===== src/hw/rtl/rdp_pkg.sv =====
// Package for the replica disk placement block: types, constants, helpers.
// Used by rdp_ctrl, rdp_dp and replica_disk_placement.
package rdp_pkg;

    localparam int MAX_DISKS        = 64;
    localparam int CHUNKS_PER_SUPER = 2;
    localparam int IDX_W            = 6;
    localparam int CNT_W            = 7;

    localparam logic [2:0] ST_OK        = 3'd0;
    localparam logic [2:0] ST_FEW_DISKS = 3'd1;
    localparam logic [2:0] ST_BEYOND    = 3'd2;
    localparam logic [2:0] ST_REPEAT    = 3'd3;
    localparam logic [2:0] ST_NOT_BEGUN = 3'd4;

    localparam logic [2:0] CFG_MODE   = 3'd0;
    localparam logic [2:0] CFG_USABLE = 3'd1;
    localparam logic [2:0] CFG_SSD    = 3'd2;
    localparam logic [2:0] CFG_EXTENT = 3'd3;
    localparam logic [2:0] CFG_ALLOC  = 3'd4;
    localparam logic [2:0] CFG_SEED   = 3'd5;

    localparam logic [2:0] MODE_ONE      = 3'd0;
    localparam logic [2:0] MODE_TWO      = 3'd1;
    localparam logic [2:0] MODE_SSD_ONE  = 3'd2;
    localparam logic [2:0] MODE_SSD_TWO  = 3'd3;
    localparam logic [2:0] MODE_SSD_ONLY = 3'd4;

    localparam logic [15:0] LFSR_TAPS = 16'hB400;

    typedef struct packed {
        logic        req_type;
        logic [31:0] chunk_num;
    } t_in;

    typedef struct packed {
        logic [2:0] status;
        logic [1:0] copy_index;
        logic [5:0] slave_index;
        logic       last;
    } t_out;

    typedef struct packed {
        logic [2:0]  index;
        logic [63:0] data;
    } t_cfg;

    typedef enum logic [4:0] {
        S_IDLE, S_DECIDE, S_GATHER, S_BCHK, S_SHUF_START, S_DRAW, S_MOD, S_RD, S_RDW,
        S_WR, S_SHUF_NEXT, S_TRIM, S_PLACE, S_PRD, S_PRDW, S_EMIT, S_RESP
    } t_state;

    // Commands from controller to datapath.
    typedef struct packed {
        logic begin_init;   // latch mode, seed, clear counts
        logic gather;       // one disk index step
        logic sel_ssd;      // operate on the SSD list
        logic shuf_init;    // i = count
        logic draw;         // step LFSR
        logic mod_step;     // one restoring division step
        logic mod_init;
        logic rd_top;       // read list[i-1] and list[j]
        logic wr_swap;      // write swapped pair
        logic shuf_dec;     // i--
        logic trim;
        logic place_init;   // set up copy counter
        logic place_rd;     // read the list at the rotation position
        logic emit;         // load the output register
        logic emit_err;
        logic [2:0] err_code;
        logic place_done;   // advance positions, record chunk
        logic finish_begin;
        logic pos_reset_main;
        logic pos_reset_ssd;
    } t_cmd;

    typedef struct packed {
        logic       gather_done;
        logic       mod_done;
        logic       shuf_done;   // i < 2
        logic       main_few;
        logic       ssd_empty;
        logic       use_ssd;
        logic [1:0] main_k;
        logic       main_wrap;
        logic       ssd_wrap;
        logic       ready;
        logic       beyond;
        logic       repeated;
        logic       copy_last;   // current copy is the last one
        logic       copy_is_ssd;
    } t_sts;

    function automatic logic [15:0] lfsr_next(input logic [15:0] v);
        logic [15:0] s;
        s = {1'b0, v[15:1]};
        if (v[0]) s = s ^ LFSR_TAPS;
        return s;
    endfunction

endpackage


===== src/hw/rtl/rdp_ram.sv =====
// Generic single-write, dual-read RAM with registered read data.
// No dependencies.
module rdp_ram #(
    parameter int WIDTH = 6,
    parameter int DEPTH = 64
) (
    input  logic                     i_clk,
    input  logic                     i_we,
    input  logic [$clog2(DEPTH)-1:0] i_waddr,
    input  logic [WIDTH-1:0]         i_wdata,
    input  logic [$clog2(DEPTH)-1:0] i_raddr_a,
    input  logic [$clog2(DEPTH)-1:0] i_raddr_b,
    output logic [WIDTH-1:0]         o_rdata_a,
    output logic [WIDTH-1:0]         o_rdata_b
);
    logic [WIDTH-1:0] r_mem [DEPTH];

    always_ff @(posedge i_clk) begin
        if (i_we) r_mem[i_waddr] <= i_wdata;
        o_rdata_a <= r_mem[i_raddr_a];
        o_rdata_b <= r_mem[i_raddr_b];
    end
endmodule


===== src/hw/rtl/rdp_dp.sv =====
// Datapath: configuration registers, order lists, LFSR, modulo unit, output register.
// Depends on rdp_pkg and rdp_ram.
module rdp_dp (
    input  logic           i_clk,
    input  logic           i_rst_n,
    input  logic           i_cfg_we,
    input  rdp_pkg::t_cfg  i_cfg,
    input  rdp_pkg::t_in   i_item,
    input  logic           i_latch_item,
    input  rdp_pkg::t_cmd  i_cmd,
    output rdp_pkg::t_sts  o_sts,
    output rdp_pkg::t_out  o_result
);
    logic [2:0]  r_mode, r_run_mode;
    logic [63:0] r_usable, r_ssd;
    logic [31:0] r_extent, r_alloc;
    logic [15:0] r_seed, r_lfsr;
    logic [31:0] r_chunk, r_last_chunk;
    logic [rdp_pkg::CNT_W-1:0] r_main_cnt, r_ssd_cnt, r_main_pos, r_ssd_pos;
    logic [rdp_pkg::CNT_W-1:0] r_i, r_disk;
    logic        r_ready;
    // Restoring remainder unit: r_rem = r_num mod r_i, one bit a cycle.
    logic [15:0] r_num;
    logic [rdp_pkg::CNT_W:0] r_rem;
    logic [4:0]  r_mstep;
    logic [rdp_pkg::IDX_W-1:0] r_j;
    logic [1:0]  r_copy;
    rdp_pkg::t_out r_out;

    logic [rdp_pkg::IDX_W-1:0] w_raddr_a, w_raddr_b, w_waddr, w_wdata;
    logic [rdp_pkg::IDX_W-1:0] m_rd_a, m_rd_b, s_rd_a, s_rd_b, w_rd_a, w_rd_b;
    logic w_we_main, w_we_ssd;
    logic [2:0] w_m;
    logic [1:0] w_k;
    logic [rdp_pkg::IDX_W-1:0] w_top;
    logic [rdp_pkg::CNT_W:0] w_trial;
    logic [rdp_pkg::CNT_W-1:0] w_pos_sum, w_pos_mod, w_cnt;
    logic [32:0] w_sc;
    logic [1:0]  w_k_run;
    logic        w_dsk_ok, w_dsk_ssd;

    assign w_m = (r_mode > rdp_pkg::MODE_SSD_ONLY) ? rdp_pkg::MODE_TWO : r_mode;

    function automatic logic [1:0] copies(input logic [2:0] m);
        if (m == rdp_pkg::MODE_ONE || m == rdp_pkg::MODE_SSD_ONE) return 2'd1;
        if (m == rdp_pkg::MODE_SSD_ONLY) return 2'd0;
        return 2'd2;
    endfunction

    assign w_k = copies(w_m);
    assign w_k_run = copies(r_run_mode);
    assign w_top = r_i[rdp_pkg::IDX_W-1:0] - 1'b1;
    assign w_trial = {r_rem[rdp_pkg::CNT_W-1:0], r_num[15]} - {1'b0, r_i};
    assign w_cnt = i_cmd.sel_ssd ? r_ssd_cnt : r_main_cnt;
    assign w_pos_sum = r_main_pos + {5'd0, r_copy - (r_run_mode >= rdp_pkg::MODE_SSD_ONE
                       ? 2'd1 : 2'd0)};
    assign w_pos_mod = (w_pos_sum >= r_main_cnt) ? w_pos_sum - r_main_cnt : w_pos_sum;
    assign w_sc = {1'b0, (r_extent - 32'd1) / rdp_pkg::CHUNKS_PER_SUPER} + 33'd1;
    assign w_dsk_ok = r_usable[r_disk[rdp_pkg::IDX_W-1:0]];
    assign w_dsk_ssd = r_ssd[r_disk[rdp_pkg::IDX_W-1:0]];

    // Address and write selection.
    always_comb begin
        w_raddr_a = w_top;
        w_raddr_b = r_j;
        w_waddr   = w_top;
        w_wdata   = w_rd_b;
        w_we_main = 1'b0;
        w_we_ssd  = 1'b0;
        if (i_cmd.gather) begin
            w_wdata = r_disk[rdp_pkg::IDX_W-1:0];
            if (w_dsk_ok && w_dsk_ssd && r_run_mode >= rdp_pkg::MODE_SSD_ONE) begin
                w_we_ssd = 1'b1;
                w_waddr  = r_ssd_cnt[rdp_pkg::IDX_W-1:0];
            end else if (w_dsk_ok && !w_dsk_ssd && w_k != 2'd0) begin
                w_we_main = 1'b1;
                w_waddr   = r_main_cnt[rdp_pkg::IDX_W-1:0];
            end
        end else if (i_cmd.wr_swap) begin
            w_we_main = !i_cmd.sel_ssd;
            w_we_ssd  = i_cmd.sel_ssd;
        end
        if (i_cmd.place_rd) begin
            w_raddr_a = r_ssd_pos[rdp_pkg::IDX_W-1:0];
            w_raddr_b = w_pos_mod[rdp_pkg::IDX_W-1:0];
        end
    end

    // The swap writes list[top] first (rdata b) then list[j] in the next cycle.
    logic r_swap2;
    logic [rdp_pkg::IDX_W-1:0] r_hold_a;

    rdp_ram #(.WIDTH(rdp_pkg::IDX_W), .DEPTH(rdp_pkg::MAX_DISKS)) u_main (
        .i_clk, .i_we(w_we_main || (r_swap2 && !i_cmd.sel_ssd)),
        .i_waddr(r_swap2 ? r_j : w_waddr), .i_wdata(r_swap2 ? r_hold_a : w_wdata),
        .i_raddr_a(w_raddr_a), .i_raddr_b(w_raddr_b),
        .o_rdata_a(m_rd_a), .o_rdata_b(m_rd_b));

    rdp_ram #(.WIDTH(rdp_pkg::IDX_W), .DEPTH(rdp_pkg::MAX_DISKS)) u_ssd (
        .i_clk, .i_we(w_we_ssd || (r_swap2 && i_cmd.sel_ssd)),
        .i_waddr(r_swap2 ? r_j : w_waddr), .i_wdata(r_swap2 ? r_hold_a : w_wdata),
        .i_raddr_a(w_raddr_a), .i_raddr_b(w_raddr_b),
        .o_rdata_a(s_rd_a), .o_rdata_b(s_rd_b));

    assign w_rd_a = i_cmd.sel_ssd ? s_rd_a : m_rd_a;
    assign w_rd_b = i_cmd.sel_ssd ? s_rd_b : m_rd_b;

    always_ff @(posedge i_clk) begin
        if (!i_rst_n) begin
            r_mode <= 3'd1; r_usable <= '0; r_ssd <= '0;
            r_extent <= 32'd1; r_alloc <= 32'd1; r_seed <= 16'd1;
            r_run_mode <= 3'd1; r_lfsr <= 16'd1;
            r_main_cnt <= '0; r_ssd_cnt <= '0; r_main_pos <= '0; r_ssd_pos <= '0;
            r_last_chunk <= '1; r_ready <= 1'b0; r_swap2 <= 1'b0;
            r_i <= '0; r_disk <= '0; r_mstep <= '0; r_copy <= '0;
        end else begin
            r_swap2 <= i_cmd.wr_swap;
            if (i_cfg_we) begin
                case (i_cfg.index)
                    rdp_pkg::CFG_MODE:   r_mode   <= i_cfg.data[2:0];
                    rdp_pkg::CFG_USABLE: r_usable <= i_cfg.data;
                    rdp_pkg::CFG_SSD:    r_ssd    <= i_cfg.data;
                    rdp_pkg::CFG_EXTENT: r_extent <= i_cfg.data[31:0];
                    rdp_pkg::CFG_ALLOC:  r_alloc  <= i_cfg.data[31:0];
                    rdp_pkg::CFG_SEED:   r_seed   <= i_cfg.data[15:0];
                    default: ;
                endcase
            end
            if (i_cmd.begin_init) begin
                r_ready <= 1'b0;
                r_run_mode <= w_m;
                r_lfsr <= (r_seed != 16'd0) ? r_seed : 16'd1;
                r_main_cnt <= '0; r_ssd_cnt <= '0; r_disk <= '0;
            end
            if (i_cmd.gather) begin
                r_disk <= r_disk + 1'b1;
                if (w_we_ssd) r_ssd_cnt <= r_ssd_cnt + 1'b1;
                if (w_we_main) r_main_cnt <= r_main_cnt + 1'b1;
            end
            if (i_cmd.shuf_init) r_i <= w_cnt;
            if (i_cmd.draw) r_lfsr <= rdp_pkg::lfsr_next(r_lfsr);
            if (i_cmd.mod_init) begin
                r_num <= r_lfsr; r_rem <= '0; r_mstep <= '0;
            end else if (i_cmd.mod_step) begin
                r_num <= {r_num[14:0], 1'b0};
                r_mstep <= r_mstep + 1'b1;
                if (!w_trial[rdp_pkg::CNT_W]) r_rem <= w_trial;
                else r_rem <= {r_rem[rdp_pkg::CNT_W-1:0], r_num[15]};
                if (r_mstep == 5'd15)
                    r_j <= !w_trial[rdp_pkg::CNT_W] ? w_trial[rdp_pkg::IDX_W-1:0]
                           : {r_rem[rdp_pkg::IDX_W-2:0], r_num[15]};
            end
            if (i_cmd.rd_top) r_hold_a <= w_rd_a;
            if (i_cmd.shuf_dec) r_i <= r_i - 1'b1;
            if (i_cmd.trim && r_extent == r_alloc) begin
                if (w_sc < {26'd0, r_main_cnt}) begin
                    if (w_sc[rdp_pkg::CNT_W-1:0] < {5'd0, w_k})
                        r_main_cnt <= {5'd0, w_k};
                    else
                        r_main_cnt <= w_sc[rdp_pkg::CNT_W-1:0];
                end
            end
            if (i_cmd.pos_reset_main) r_main_pos <= '0;
            if (i_cmd.pos_reset_ssd) r_ssd_pos <= '0;
            if (i_cmd.finish_begin) begin
                r_main_pos <= '0; r_ssd_pos <= '0; r_last_chunk <= '1; r_ready <= 1'b1;
            end
            if (i_cmd.place_init) r_copy <= '0;
            if (i_cmd.emit && !i_cmd.emit_err) r_copy <= r_copy + 1'b1;
            if (i_cmd.place_done) begin
                if (w_k_run != 2'd0) begin
                    r_main_pos <= r_main_pos + 1'b1;
                    r_last_chunk <= r_chunk;
                end
                if (r_run_mode >= rdp_pkg::MODE_SSD_ONE) r_ssd_pos <= r_ssd_pos + 1'b1;
            end
        end
    end

    always_ff @(posedge i_clk) begin
        if (i_latch_item) r_chunk <= i_item.chunk_num;
        if (i_cmd.emit) begin
            if (i_cmd.emit_err) begin
                r_out <= '{status: i_cmd.err_code, copy_index: 2'd0, slave_index: '0,
                           last: 1'b1};
            end else begin
                r_out.status <= rdp_pkg::ST_OK;
                r_out.copy_index <= r_copy;
                r_out.slave_index <= o_sts.copy_is_ssd ? s_rd_a : m_rd_b;
                r_out.last <= o_sts.copy_last;
            end
        end
    end

    always_comb begin
        o_sts = '0;
        o_sts.gather_done = (r_disk == 7'(rdp_pkg::MAX_DISKS - 1));
        o_sts.mod_done    = (r_mstep == 5'd16);
        o_sts.shuf_done   = (r_i < 7'd2);
        o_sts.main_few    = (r_main_cnt < {5'd0, w_k_run});
        o_sts.ssd_empty   = (r_ssd_cnt == '0);
        o_sts.use_ssd     = (r_run_mode >= rdp_pkg::MODE_SSD_ONE);
        o_sts.main_k      = w_k_run;
        o_sts.main_wrap   = (r_main_pos >= r_main_cnt);
        o_sts.ssd_wrap    = (r_ssd_pos >= r_ssd_cnt);
        o_sts.ready       = r_ready;
        o_sts.beyond      = (r_chunk >= r_alloc);
        o_sts.repeated    = (r_chunk == r_last_chunk);
        o_sts.copy_is_ssd = o_sts.use_ssd && (r_copy == 2'd0);
        o_sts.copy_last   = ({1'b0, r_copy} + 3'd1 == {1'b0, w_k_run}
                            + (o_sts.use_ssd ? 3'd1 : 3'd0));
    end

    assign o_result = r_out;
endmodule


===== src/hw/rtl/rdp_ctrl.sv =====
// Controller state machine for begin and place items.
// Depends on rdp_pkg.
module rdp_ctrl (
    input  logic           i_clk,
    input  logic           i_rst_n,
    input  logic           i_in_valid,
    input  logic           i_req_type,
    input  logic           i_out_ready,
    input  rdp_pkg::t_sts  i_sts,
    output logic           o_in_ready,
    output logic           o_out_valid,
    output logic           o_latch_item,
    output rdp_pkg::t_cmd  o_cmd
);
    rdp_pkg::t_state r_state, n_state;
    logic r_begin, n_begin, r_sel, n_sel, r_valid, n_valid;

    always_ff @(posedge i_clk) begin
        if (!i_rst_n) begin
            r_state <= rdp_pkg::S_IDLE; r_begin <= 1'b0; r_sel <= 1'b0; r_valid <= 1'b0;
        end else begin
            r_state <= n_state; r_begin <= n_begin; r_sel <= n_sel; r_valid <= n_valid;
        end
    end

    always_comb begin
        n_state = r_state; n_begin = r_begin; n_sel = r_sel; n_valid = r_valid;
        o_cmd = '0;
        o_cmd.sel_ssd = r_sel;
        o_in_ready = 1'b0;
        o_latch_item = 1'b0;
        if (r_valid && i_out_ready) n_valid = 1'b0;
        case (r_state)
            rdp_pkg::S_IDLE: begin
                o_in_ready = !r_valid;
                if (i_in_valid && !r_valid) begin
                    o_latch_item = 1'b1;
                    n_begin = !i_req_type;
                    if (!i_req_type) begin
                        o_cmd.begin_init = 1'b1;
                        n_state = rdp_pkg::S_GATHER;
                    end else n_state = rdp_pkg::S_DECIDE;
                end
            end
            rdp_pkg::S_GATHER: begin
                o_cmd.gather = 1'b1;
                if (i_sts.gather_done) n_state = rdp_pkg::S_BCHK;
            end
            rdp_pkg::S_BCHK: begin
                if (i_sts.main_k != 2'd0) begin
                    if (i_sts.main_few) begin
                        o_cmd.emit = 1'b1; o_cmd.emit_err = 1'b1;
                        o_cmd.err_code = rdp_pkg::ST_FEW_DISKS;
                        n_state = rdp_pkg::S_RESP;
                    end else begin
                        n_sel = 1'b0; n_state = rdp_pkg::S_SHUF_START;
                    end
                end else if (i_sts.ssd_empty) begin
                    o_cmd.emit = 1'b1; o_cmd.emit_err = 1'b1;
                    o_cmd.err_code = rdp_pkg::ST_FEW_DISKS;
                    n_state = rdp_pkg::S_RESP;
                end else begin
                    n_sel = 1'b1; n_state = rdp_pkg::S_SHUF_START;
                end
            end
            rdp_pkg::S_SHUF_START: begin
                o_cmd.shuf_init = 1'b1;
                n_state = rdp_pkg::S_SHUF_NEXT;
            end
            rdp_pkg::S_SHUF_NEXT: begin
                if (i_sts.shuf_done) n_state = rdp_pkg::S_TRIM;
                else begin
                    o_cmd.draw = 1'b1;
                    n_state = rdp_pkg::S_DRAW;
                end
            end
            rdp_pkg::S_DRAW: begin
                o_cmd.mod_init = 1'b1;
                n_state = rdp_pkg::S_MOD;
            end
            rdp_pkg::S_MOD: begin
                if (i_sts.mod_done) n_state = rdp_pkg::S_RD;
                else o_cmd.mod_step = 1'b1;
            end
            rdp_pkg::S_RD: n_state = rdp_pkg::S_RDW;
            rdp_pkg::S_RDW: begin
                o_cmd.rd_top = 1'b1;
                n_state = rdp_pkg::S_WR;
            end
            rdp_pkg::S_WR: begin
                o_cmd.wr_swap = 1'b1;
                o_cmd.shuf_dec = 1'b1;
                n_state = rdp_pkg::S_SHUF_NEXT;
            end
            rdp_pkg::S_TRIM: begin
                if (r_begin) begin
                    if (!r_sel) begin
                        o_cmd.trim = 1'b1;
                        if (i_sts.use_ssd) begin
                            if (i_sts.ssd_empty) begin
                                o_cmd.emit = 1'b1; o_cmd.emit_err = 1'b1;
                                o_cmd.err_code = rdp_pkg::ST_FEW_DISKS;
                                n_state = rdp_pkg::S_RESP;
                            end else begin
                                n_sel = 1'b1; n_state = rdp_pkg::S_SHUF_START;
                            end
                        end else begin
                            o_cmd.finish_begin = 1'b1; o_cmd.emit = 1'b1;
                            o_cmd.emit_err = 1'b1; o_cmd.err_code = rdp_pkg::ST_OK;
                            n_state = rdp_pkg::S_RESP;
                        end
                    end else begin
                        o_cmd.finish_begin = 1'b1; o_cmd.emit = 1'b1;
                        o_cmd.emit_err = 1'b1; o_cmd.err_code = rdp_pkg::ST_OK;
                        n_state = rdp_pkg::S_RESP;
                    end
                end else begin
                    if (r_sel) o_cmd.pos_reset_ssd = 1'b1;
                    else o_cmd.pos_reset_main = 1'b1;
                    n_state = rdp_pkg::S_PLACE;
                end
            end
            rdp_pkg::S_DECIDE: begin
                if (!i_sts.ready) begin
                    o_cmd.emit = 1'b1; o_cmd.emit_err = 1'b1;
                    o_cmd.err_code = rdp_pkg::ST_NOT_BEGUN;
                    n_state = rdp_pkg::S_RESP;
                end else if (i_sts.main_k != 2'd0 && i_sts.beyond) begin
                    o_cmd.emit = 1'b1; o_cmd.emit_err = 1'b1;
                    o_cmd.err_code = rdp_pkg::ST_BEYOND;
                    n_state = rdp_pkg::S_RESP;
                end else if (i_sts.main_k != 2'd0 && i_sts.repeated) begin
                    o_cmd.emit = 1'b1; o_cmd.emit_err = 1'b1;
                    o_cmd.err_code = rdp_pkg::ST_REPEAT;
                    n_state = rdp_pkg::S_RESP;
                end else n_state = rdp_pkg::S_PLACE;
            end
            rdp_pkg::S_PLACE: begin
                // Reshuffle the main list first, then the SSD list, as needed.
                if (i_sts.main_k != 2'd0 && i_sts.main_wrap) begin
                    n_sel = 1'b0; n_state = rdp_pkg::S_SHUF_START;
                end else if (i_sts.use_ssd && i_sts.ssd_wrap) begin
                    n_sel = 1'b1; n_state = rdp_pkg::S_SHUF_START;
                end else begin
                    o_cmd.place_init = 1'b1;
                    n_state = rdp_pkg::S_PRD;
                end
            end
            rdp_pkg::S_PRD: begin
                o_cmd.place_rd = 1'b1;
                n_state = rdp_pkg::S_PRDW;
            end
            rdp_pkg::S_PRDW: begin
                o_cmd.place_rd = 1'b1;
                if (!r_valid || i_out_ready) begin
                    o_cmd.emit = 1'b1;
                    n_valid = 1'b1;
                    if (i_sts.copy_last) begin
                        o_cmd.place_done = 1'b1;
                        n_state = rdp_pkg::S_IDLE;
                    end else n_state = rdp_pkg::S_PRD;
                end
            end
            rdp_pkg::S_RESP: begin
                n_valid = 1'b1;
                n_state = rdp_pkg::S_IDLE;
            end
            default: n_state = rdp_pkg::S_IDLE;
        endcase
    end

    assign o_out_valid = r_valid;
endmodule


===== src/hw/rtl/replica_disk_placement.sv =====
// Top level of the replica disk placement block.
// Depends on rdp_pkg, rdp_ctrl, rdp_dp and rdp_ram.
//
// channel | signals                                  | dir
// in      | i_in_valid, o_in_ready, i_in_data        | in
// out     | o_out_valid, i_out_ready, o_out_data     | out
// cfg     | i_cfg_valid, o_cfg_ready, i_cfg_data     | in
//
// Begin scans all 64 disks, then makes n - 1 shuffle swaps for a list of n;
// each swap waits on a draw through the serial remainder unit.
// A place item first runs a full shuffle of a list when that list wraps.
// Reset is synchronous and active low; no memory clearing pass is needed.
// A stalled output holds the block before the next result is loaded.
module replica_disk_placement (
    input  logic          i_clk,
    input  logic          i_rst_n,
    input  logic          i_in_valid,
    output logic          o_in_ready,
    input  rdp_pkg::t_in  i_in_data,
    output logic          o_out_valid,
    input  logic          i_out_ready,
    output rdp_pkg::t_out o_out_data,
    input  logic          i_cfg_valid,
    output logic          o_cfg_ready,
    input  rdp_pkg::t_cfg i_cfg_data
);
    rdp_pkg::t_cmd w_cmd;
    rdp_pkg::t_sts w_sts;
    logic w_latch;

    assign o_cfg_ready = 1'b1;

    rdp_ctrl u_ctrl (
        .i_clk, .i_rst_n, .i_in_valid, .i_req_type(i_in_data.req_type),
        .i_out_ready, .i_sts(w_sts), .o_in_ready, .o_out_valid,
        .o_latch_item(w_latch), .o_cmd(w_cmd));

    rdp_dp u_dp (
        .i_clk, .i_rst_n, .i_cfg_we(i_cfg_valid), .i_cfg(i_cfg_data),
        .i_item(i_in_data), .i_latch_item(w_latch), .i_cmd(w_cmd),
        .o_sts(w_sts), .o_result(o_out_data));

    a_no_accept_while_full: assert property (@(posedge i_clk) disable iff (!i_rst_n)
        o_out_valid |-> !o_in_ready) else $error("input taken with result pending");
    a_last_on_error: assert property (@(posedge i_clk) disable iff (!i_rst_n)
        (o_out_valid && o_out_data.status != rdp_pkg::ST_OK) |-> o_out_data.last)
        else $error("error result without last");
    a_one_cmd: assert property (@(posedge i_clk) disable iff (!i_rst_n)
        $onehot0({w_cmd.gather, w_cmd.wr_swap, w_cmd.mod_step}))
        else $error("conflicting datapath commands");
endmodule

===== config.mk =====
export PLATFORM = sky130hd
export DESIGN_NAME = replica_disk_placement
export DESIGN_NICKNAME = d
export VERILOG_FILES = /design/src/hw/rtl/rdp_pkg.sv /design/src/hw/rtl/rdp_ram.sv /design/src/hw/rtl/rdp_dp.sv /design/src/hw/rtl/rdp_ctrl.sv /design/src/hw/rtl/replica_disk_placement.sv
export SDC_FILE = /design/constraint.sdc
export NUM_CORES = 2
export LEC_CHECK = 0
export BUFFER_PORTS_ARGS = -buffer_cell sky130_fd_sc_hd__buf_2
export CAP_MARGIN = 5
export CORE_ASPECT_RATIO = 1.2
export CORE_UTILIZATION = 55
export DETAILED_ROUTE_END_ITERATION = 10
export GPL_ROUTABILITY_DRIVEN = 0
export PLACE_DENSITY_LB_ADDON = 0.08
export SYNTH_ARGS = -nofsm -noshare
export SYNTH_HDL_FRONTEND = slang
export SYNTH_HIERARCHICAL = 1
export SYNTH_SLANG_ARGS = --single-unit

===== constraint.sdc =====
create_clock -name i_clk -period 9.2 [get_ports i_clk]
set_input_delay 1.84 -clock i_clk [delete_from_list [all_inputs] [get_ports i_clk]]
set_output_delay 1.84 -clock i_clk [all_outputs]
set_load 0.03 [all_outputs]

---- After elaboration in Yosys (flattened, before gate mapping) ----
Memories as Yosys holds them, arrays and structs flattened. A register that Yosys moved wholly into a read port is not among the register bits.
Index checks and enable logic that the tools add are counted.
storage, ports and cells
  flip-flop bits (word level) ............. 400
  latch bits .............................. 0
  bits in writable memories ............... 768
  ROM bits ................................ 0
  bits of input ports ..................... 105
  output and inout port bits .............. 15
  word-level logic and storage cells ...... 316
  memories ................................ 2
operators by class
  add/subtract/negate cells ............... 17
  multiply operators ...................... 0
  div/mod/pow operators ................... 0
  order comparisons ....................... 11
  equal/unequal tests ..................... 38
  shift operators ......................... 0
  mux-type cells .......................... 157
  bitwise logic cells ..................... 3
  reduce and logical (&&, ||, !) cells .... 56
memories
  memory             depth  width  read ports  clocked after Yosys merged registers in  wr ports  line           text
  u_dp.u_main.r_mem  64     6      2           2                                        1         rdp_ram.sv:16  logic [WIDTH-1:0] r_mem [DEPTH];
  u_dp.u_ssd.r_mem   64     6      2           2                                        1         rdp_ram.sv:16
operator list
  kind                                                 number
  2-to-1 mux 7 bit                                     24
  2-to-1 mux 5 bit                                     22
  2-to-1 mux 16 bit                                    6
  2-to-1 mux 32 bit                                    3
  2-to-1 mux 6 bit                                     13
  one-hot mux 5 bit (14 select lines)                  1
  == test 32 bit                                       2
  2-to-1 mux 1 bit                                     63
  == test 5 x 4 -> 1 bit (second input constant)       8
  adder 7 x 1 -> 7 bit (second input constant)         5
  adder 31 x 1 -> 32 bit (second input constant)       1
  greater-or-equal comparator 32 bit                   1
  less-than comparator 32 x 7 -> 1 bit                 1
  subtractor 32 x 1 -> 32 bit (second input constant)  1
  2-to-1 mux 2 bit                                     13
  greater-or-equal comparator 7 bit                    3
  == test 5 x 3 -> 1 bit (second input constant)       4
  AND reduction 2 bit                                  9
  2-to-1 mux 4 bit                                     4
  nonzero test 16 bit                                  1
  nonzero test 2 bit                                   8
  logical AND 1 bit                                    15
  less-than comparator 7 x 2 -> 1 bit                  2
  binary-select mux 1 bit (select 6 bit)               2
  42 further kinds                                     70

---- Logic depth before layout (Yosys ltp) ----
  depth in word-level cells ............... 17
  mapped depth ............................ 28
  depth with buffers taken out ............ 22

---- Hierarchy ----
Netlist, hierarchy kept.
by module, submodules not included
  module                  instances  cells each  area an instance (um2)  sequential area each (um2)
  rdp_dp                  1          2537        21426.8                 8638.3
  rdp_ram (u_dp.u_ssd)    1          968         18390.1                 11771.3
  rdp_ram (u_dp.u_main)   1          957         18352.6                 11771.3
  rdp_ctrl                1          138         952.2                   160.2
  replica_disk_placement  1          2           11.3                    0.0

---- Worst setup path after synthesis ----
No wires, ideal clock.
  kind .................................... register -> register
  start point ............................. reg u_ctrl.r_state[1]
  end point ............................... mem u_dp.u_main.r_mem[0][4], data pin
  setup time .............................. 1.197 ns
  arrival ................................. 6.826 ns
  required time ........................... 8.003 ns
  setup slack ............................. 1.177 ns
  stages on the path, launching flop included .. 8
  path buffers ............................ 3
  period minus slack after synthesis ...... 8.023 ns
  path through ............................ dfxtp_1 or2b_1 buf_4 nor4_1 buf_1 buf_1 a21oi_1 o21ai_0
RTL lines
  element                 line            text
  from (decl)             rdp_ctrl.sv:15  rdp_pkg::t_state r_state, n_state;
  from (signal assigned)  rdp_ctrl.sv:22  r_state <= n_state; r_begin <= n_begin; r_sel <= n_sel; r_valid <= n_valid;
  to (decl)               rdp_ram.sv:16

==> summary.txt <==
Outcome
  – Status: finished with violations
  – Failing checks: DRC

Clock tree
  – Inserted Clock Buffers: between 100 and 150
  – Worst-Skew Late Latency: 0.75 ns
  – CTS tree: done
  – Clk root buf: clkbuf_16
  – CTS Hold Buffers Added: 0
  – Setup bufs post-CTS: 0
  – CTS sink cnt: around 1200
  – Post-cts sizing count: 0
  – Worst-path clk slew: approximately 0.06 ns
  – Number of H-tree levels: 3
  – Clock Path Buffers: 3

STA
  – Post-layout min period: 6.59 ns
  – Worst Max-Slew Pin Slew: 1.26 ns
  – Max-slew violations: 0
  – Post-route setup TNS: 0 ns
  – Worst Clk Skew: 0.0316 ns
  – Final hold vios: 0
  – Fmax: 152 MHz
  – Endpoints failing setup: 0
  – RSZ-0062 raised after global routing: false
  – Tcrit/Tclk final: 71.6%
  – Normalized max-slew margin: 15.7%

Yosys
  – Synth area leader: edfxtp_1
  – Synthesized net count: between 4000 and 5000
  – Count leader, synth: edfxtp_1
  – Mux contribution to synthesized area: roughly a fifth
  – Top FF cell, synth: edfxtp_1
  – Avg Cell Area, Syn: 12.8 µm²
  – Netlist cell types: 105
  – Commonest cells in the netlist: edfxtp_1 (847), nand2_1 (581), mux4_2 (404)
  – #FFs+latches synth: between 1000 and 1500
  – Synth Instances: 4602
  – Post-Synth Simple-Gate Area: 11.3%
  – Sequential share of the synthesized area: 54.7%
  – Largest family of logic cells by synthesized area: multiplexers
  – Area of the mapped netlist: 59100 µm²
  – Synth area leaders: edfxtp_1 (43%), mux4_2 (15%), dfxtp_1 (12%)
  – EDFF count, synth: 847
  – FFs w/ async S/R, synth: 0%
  – Post-synthesis compound-gate area fraction: 7.97%
  – Top cell type's share of synthesized area: roughly 43%
  – Synth Warn #: 6
  – Post-synthesis adder-cell area fraction: 1.90%
  – Post-synthesis xor/xnor area fraction: roughly 2.0%

Worst setup path
  – Kind of critical path: reg2reg
  – CP max stage delay: 0.69 ns
  – Startpoint Class: flop
  – FF-to-FF setup slack: around 2.6 ns
  – Top cell by count, worst path: a21o_1
  – Largest fanout on the critical path: 96
  – Cells on worst reg2reg path: 23
  – Worst setup path start: u_dp/r_run_mode[1]
  – Crit path arrival time: 7.23 ns
  – Slowest cell on crit path: mux4_1
  – FF-to-FF End: u_dp/u_ssd/o_rdata_b[2]
  – Critical Path RT: 9.84 ns
  – CP Cell Sequence: or2_2, ha_1, inv_1, ha_1, inv_1, fa_1, inv_1, ha_1, a21o_1, a21o_1, a21o_1, a21o_1, a211o_1, a21o_1, nand2_1, o211ai_1, o21ai_4, buf_12, mux4_1, mux2_2, o22ai_1, a2111oi_0, a311o_1
  – Crit path capture type: flop
  – Launch point of the worst reg-to-reg path: u_dp/r_run_mode[1]

Hold path
  – Worst Hold Path EP: u_dp/r_usable[1]
  – Tightest Hold Check Type: reg2reg
  – Hold path depth: 2
  – HP Start: u_dp/r_usable[1]

Global routing
  – Antenna violations before repair: 1
  – Grt met3 use: approximately 4.0%
  – Gr usage total: 30.8%
  – Largest net degree at the start of global routing: 132
  – Number of global-route vias before repair: 38600
  – Met1 Use GR: 40.0%
  – First-pass GRT wire length: 250 mm
  – Met2 global-route usage: 51.6%
  – Grt peak-use layer: met2
  – GRT overflow: 0

Final layout
  – Share of cells above drive strength 1: approximately a fifth
  – Post-route cell area: 64800 µm²
  – Post-Route Utilization: 60.9%
  – Layout area overhead: 9.53%
  – Fin nets: approximately 4800
  – Post-Layout Cell Count: 6091

Floorplan
  – Core Rows: around 130
  – Initial Utilization: 55.6%
  – Die width: 301 µm
  – IO Pins: 120
  – Area of the die: 109000 µm²
  – Chip Height: 361 µm
  – Core area: approximately 110000 µm²

Power and ir drop
  – Leak: 21.4 nW
  – VDD IR-drop max: ~0.15 mV
  – PnR Total Power: between 0.01 and 0.015 W
  – Pwr Density: 177 nW/µm²

Place
  – DP Wirelength: 113 mm
  – Cell count after placement: ~5900
  – Port Buffers: 118
  – DP Area: 60700 µm²

Drt
  – Residual DRC count: 60
  – Vias per cell: approximately 6.6
  – Routed len/inst: 27.4 µm
  – Routed Antenna Nets: 0
  – DRT iter0 DRCs: about 4400
  – Drt pass-1 iters: 9
  – Wirelength, routed: 167 mm
  – DR vias: approximately 40000

Run
  – Max-Cap Viols: 0
-- metal layers --
metal | vias to the layer above | routed length [µm]
li1 | 17600 | -
met4 | 0 | 7800
met3 | 348 | 12600
met5 | - | 0
met1 | 20400 | 63600
met2 | 1749 | 83200
-- through the flow --
step | hold WS [ns] | worst slack (ns)
after floorplan | 0.433 | 1.18
after global placement | 0.438 | 2.77
after detailed placement | 0.446 | 2.68
after CTS | 0.455 | 2.66
after global routing | 0.469 | 2.28
final | 0.453 | 2.61
-- critical path: cells and delay by family (launching register included) --
kind | cells | cell delay [ns]
AO/OA/AOI/OAI | 11 | 2.29
adder cells (fa/ha/maj) | 4 | 1.28
buffers and inverters | 4 | 0.68
flip-flops | 1 | 0.37
multiplexers | 2 | 0.99
AND/OR/NAND/NOR | 2 | 0.57
-- power breakdown --
| part | total, W | switching [W] | internal [W] |
|---|---|---|---|
| clock | 0.00498 | 0.00213 | 0.00285 |
| combinational | 0.000561 | 0.000396 | 0.000166 |
| sequential | 0.00592 | 0.0000661 | 0.00586 |
| total | 0.0115 | 0.00259 | 0.00887 |
-- worst max path at each step --
stage,slack (ns),to,depth (start not counted)
detailed placement,2.68,u_dp/u_ssd/r_mem[47][3],11
floorplan,1.18,u_dp/u_main/r_mem[0][4],7
finish,2.61,u_dp/u_ssd/o_rdata_b[2],23
global placement,2.77,u_dp/u_main/o_rdata_b[2],21
CTS,2.66,u_dp/u_ssd/r_mem[47][3],11
global route,2.28,u_dp/u_ssd/o_rdata_b[2],23
-- area by class of cell --
type | count | area, µm²
Inverter | 106 | 405
Fill cell | 8238 | 41600
Multi-Input combinational cell | 2986 | 25100
Timing Repair Buffer | 181 | 1140
Clock inverter | 63 | 648
Clock buffer | 164 | 3380
Antenna cell | 3 | 7.51
Tap cell | 1396 | 1750
Sequential cell | 1192 | 32300
-- logic make-up after synthesis --
logic type               Yosys count
AND/OR/NAND/NOR                 1427
flip-flops                      1192
AO/OA/AOI/OAI                    764
multiplexers                     570
buffers and inverters            424
XOR/XNOR                         136
adder cells (fa/ha/maj)           88
other                              1
-- flip-flops by register name (all words and copies together), names as in the netlist, 7 cells and up --
signal and flops:
u_dp/r_ssd_cnt 7, u_dp/r_ssd 64, u_dp/r_alloc 32, u_dp/r_num 16, u_dp/u_ssd/r_mem 384, u_dp/r_main_cnt 7
u_dp/r_last_chunk 32, u_dp/r_rem 7, u_dp/o_result 12, u_dp/r_ssd_pos 7, u_dp/r_seed 16, u_dp/r_i 7
u_dp/r_chunk 32, u_dp/r_disk 7, u_dp/r_lfsr 16, u_dp/u_main/r_mem 384, u_dp/r_extent 32, u_dp/r_main_pos 7
u_dp/r_usable 64
-- placed cells by master, fill, tap and decap left out, drive strengths merged, types with 44 or more instances in the layout --
master / n
mux2i: 86
o22ai: 74
nor2: 351
o21ai: 111
xor2: 87
ha: 85
a21oi: 323
nor4: 49
nor2b: 44
nand2: 582
nand2b: 48
buf: 181
mux4: 424
mux2: 60
xnor2: 49
inv: 109
nor3: 78
nand4: 45
dfxtp: 345
nand3: 70
edfxtp: 847
clkbuf: 164
No activity file was read; power rests on OpenSTA's default activity.
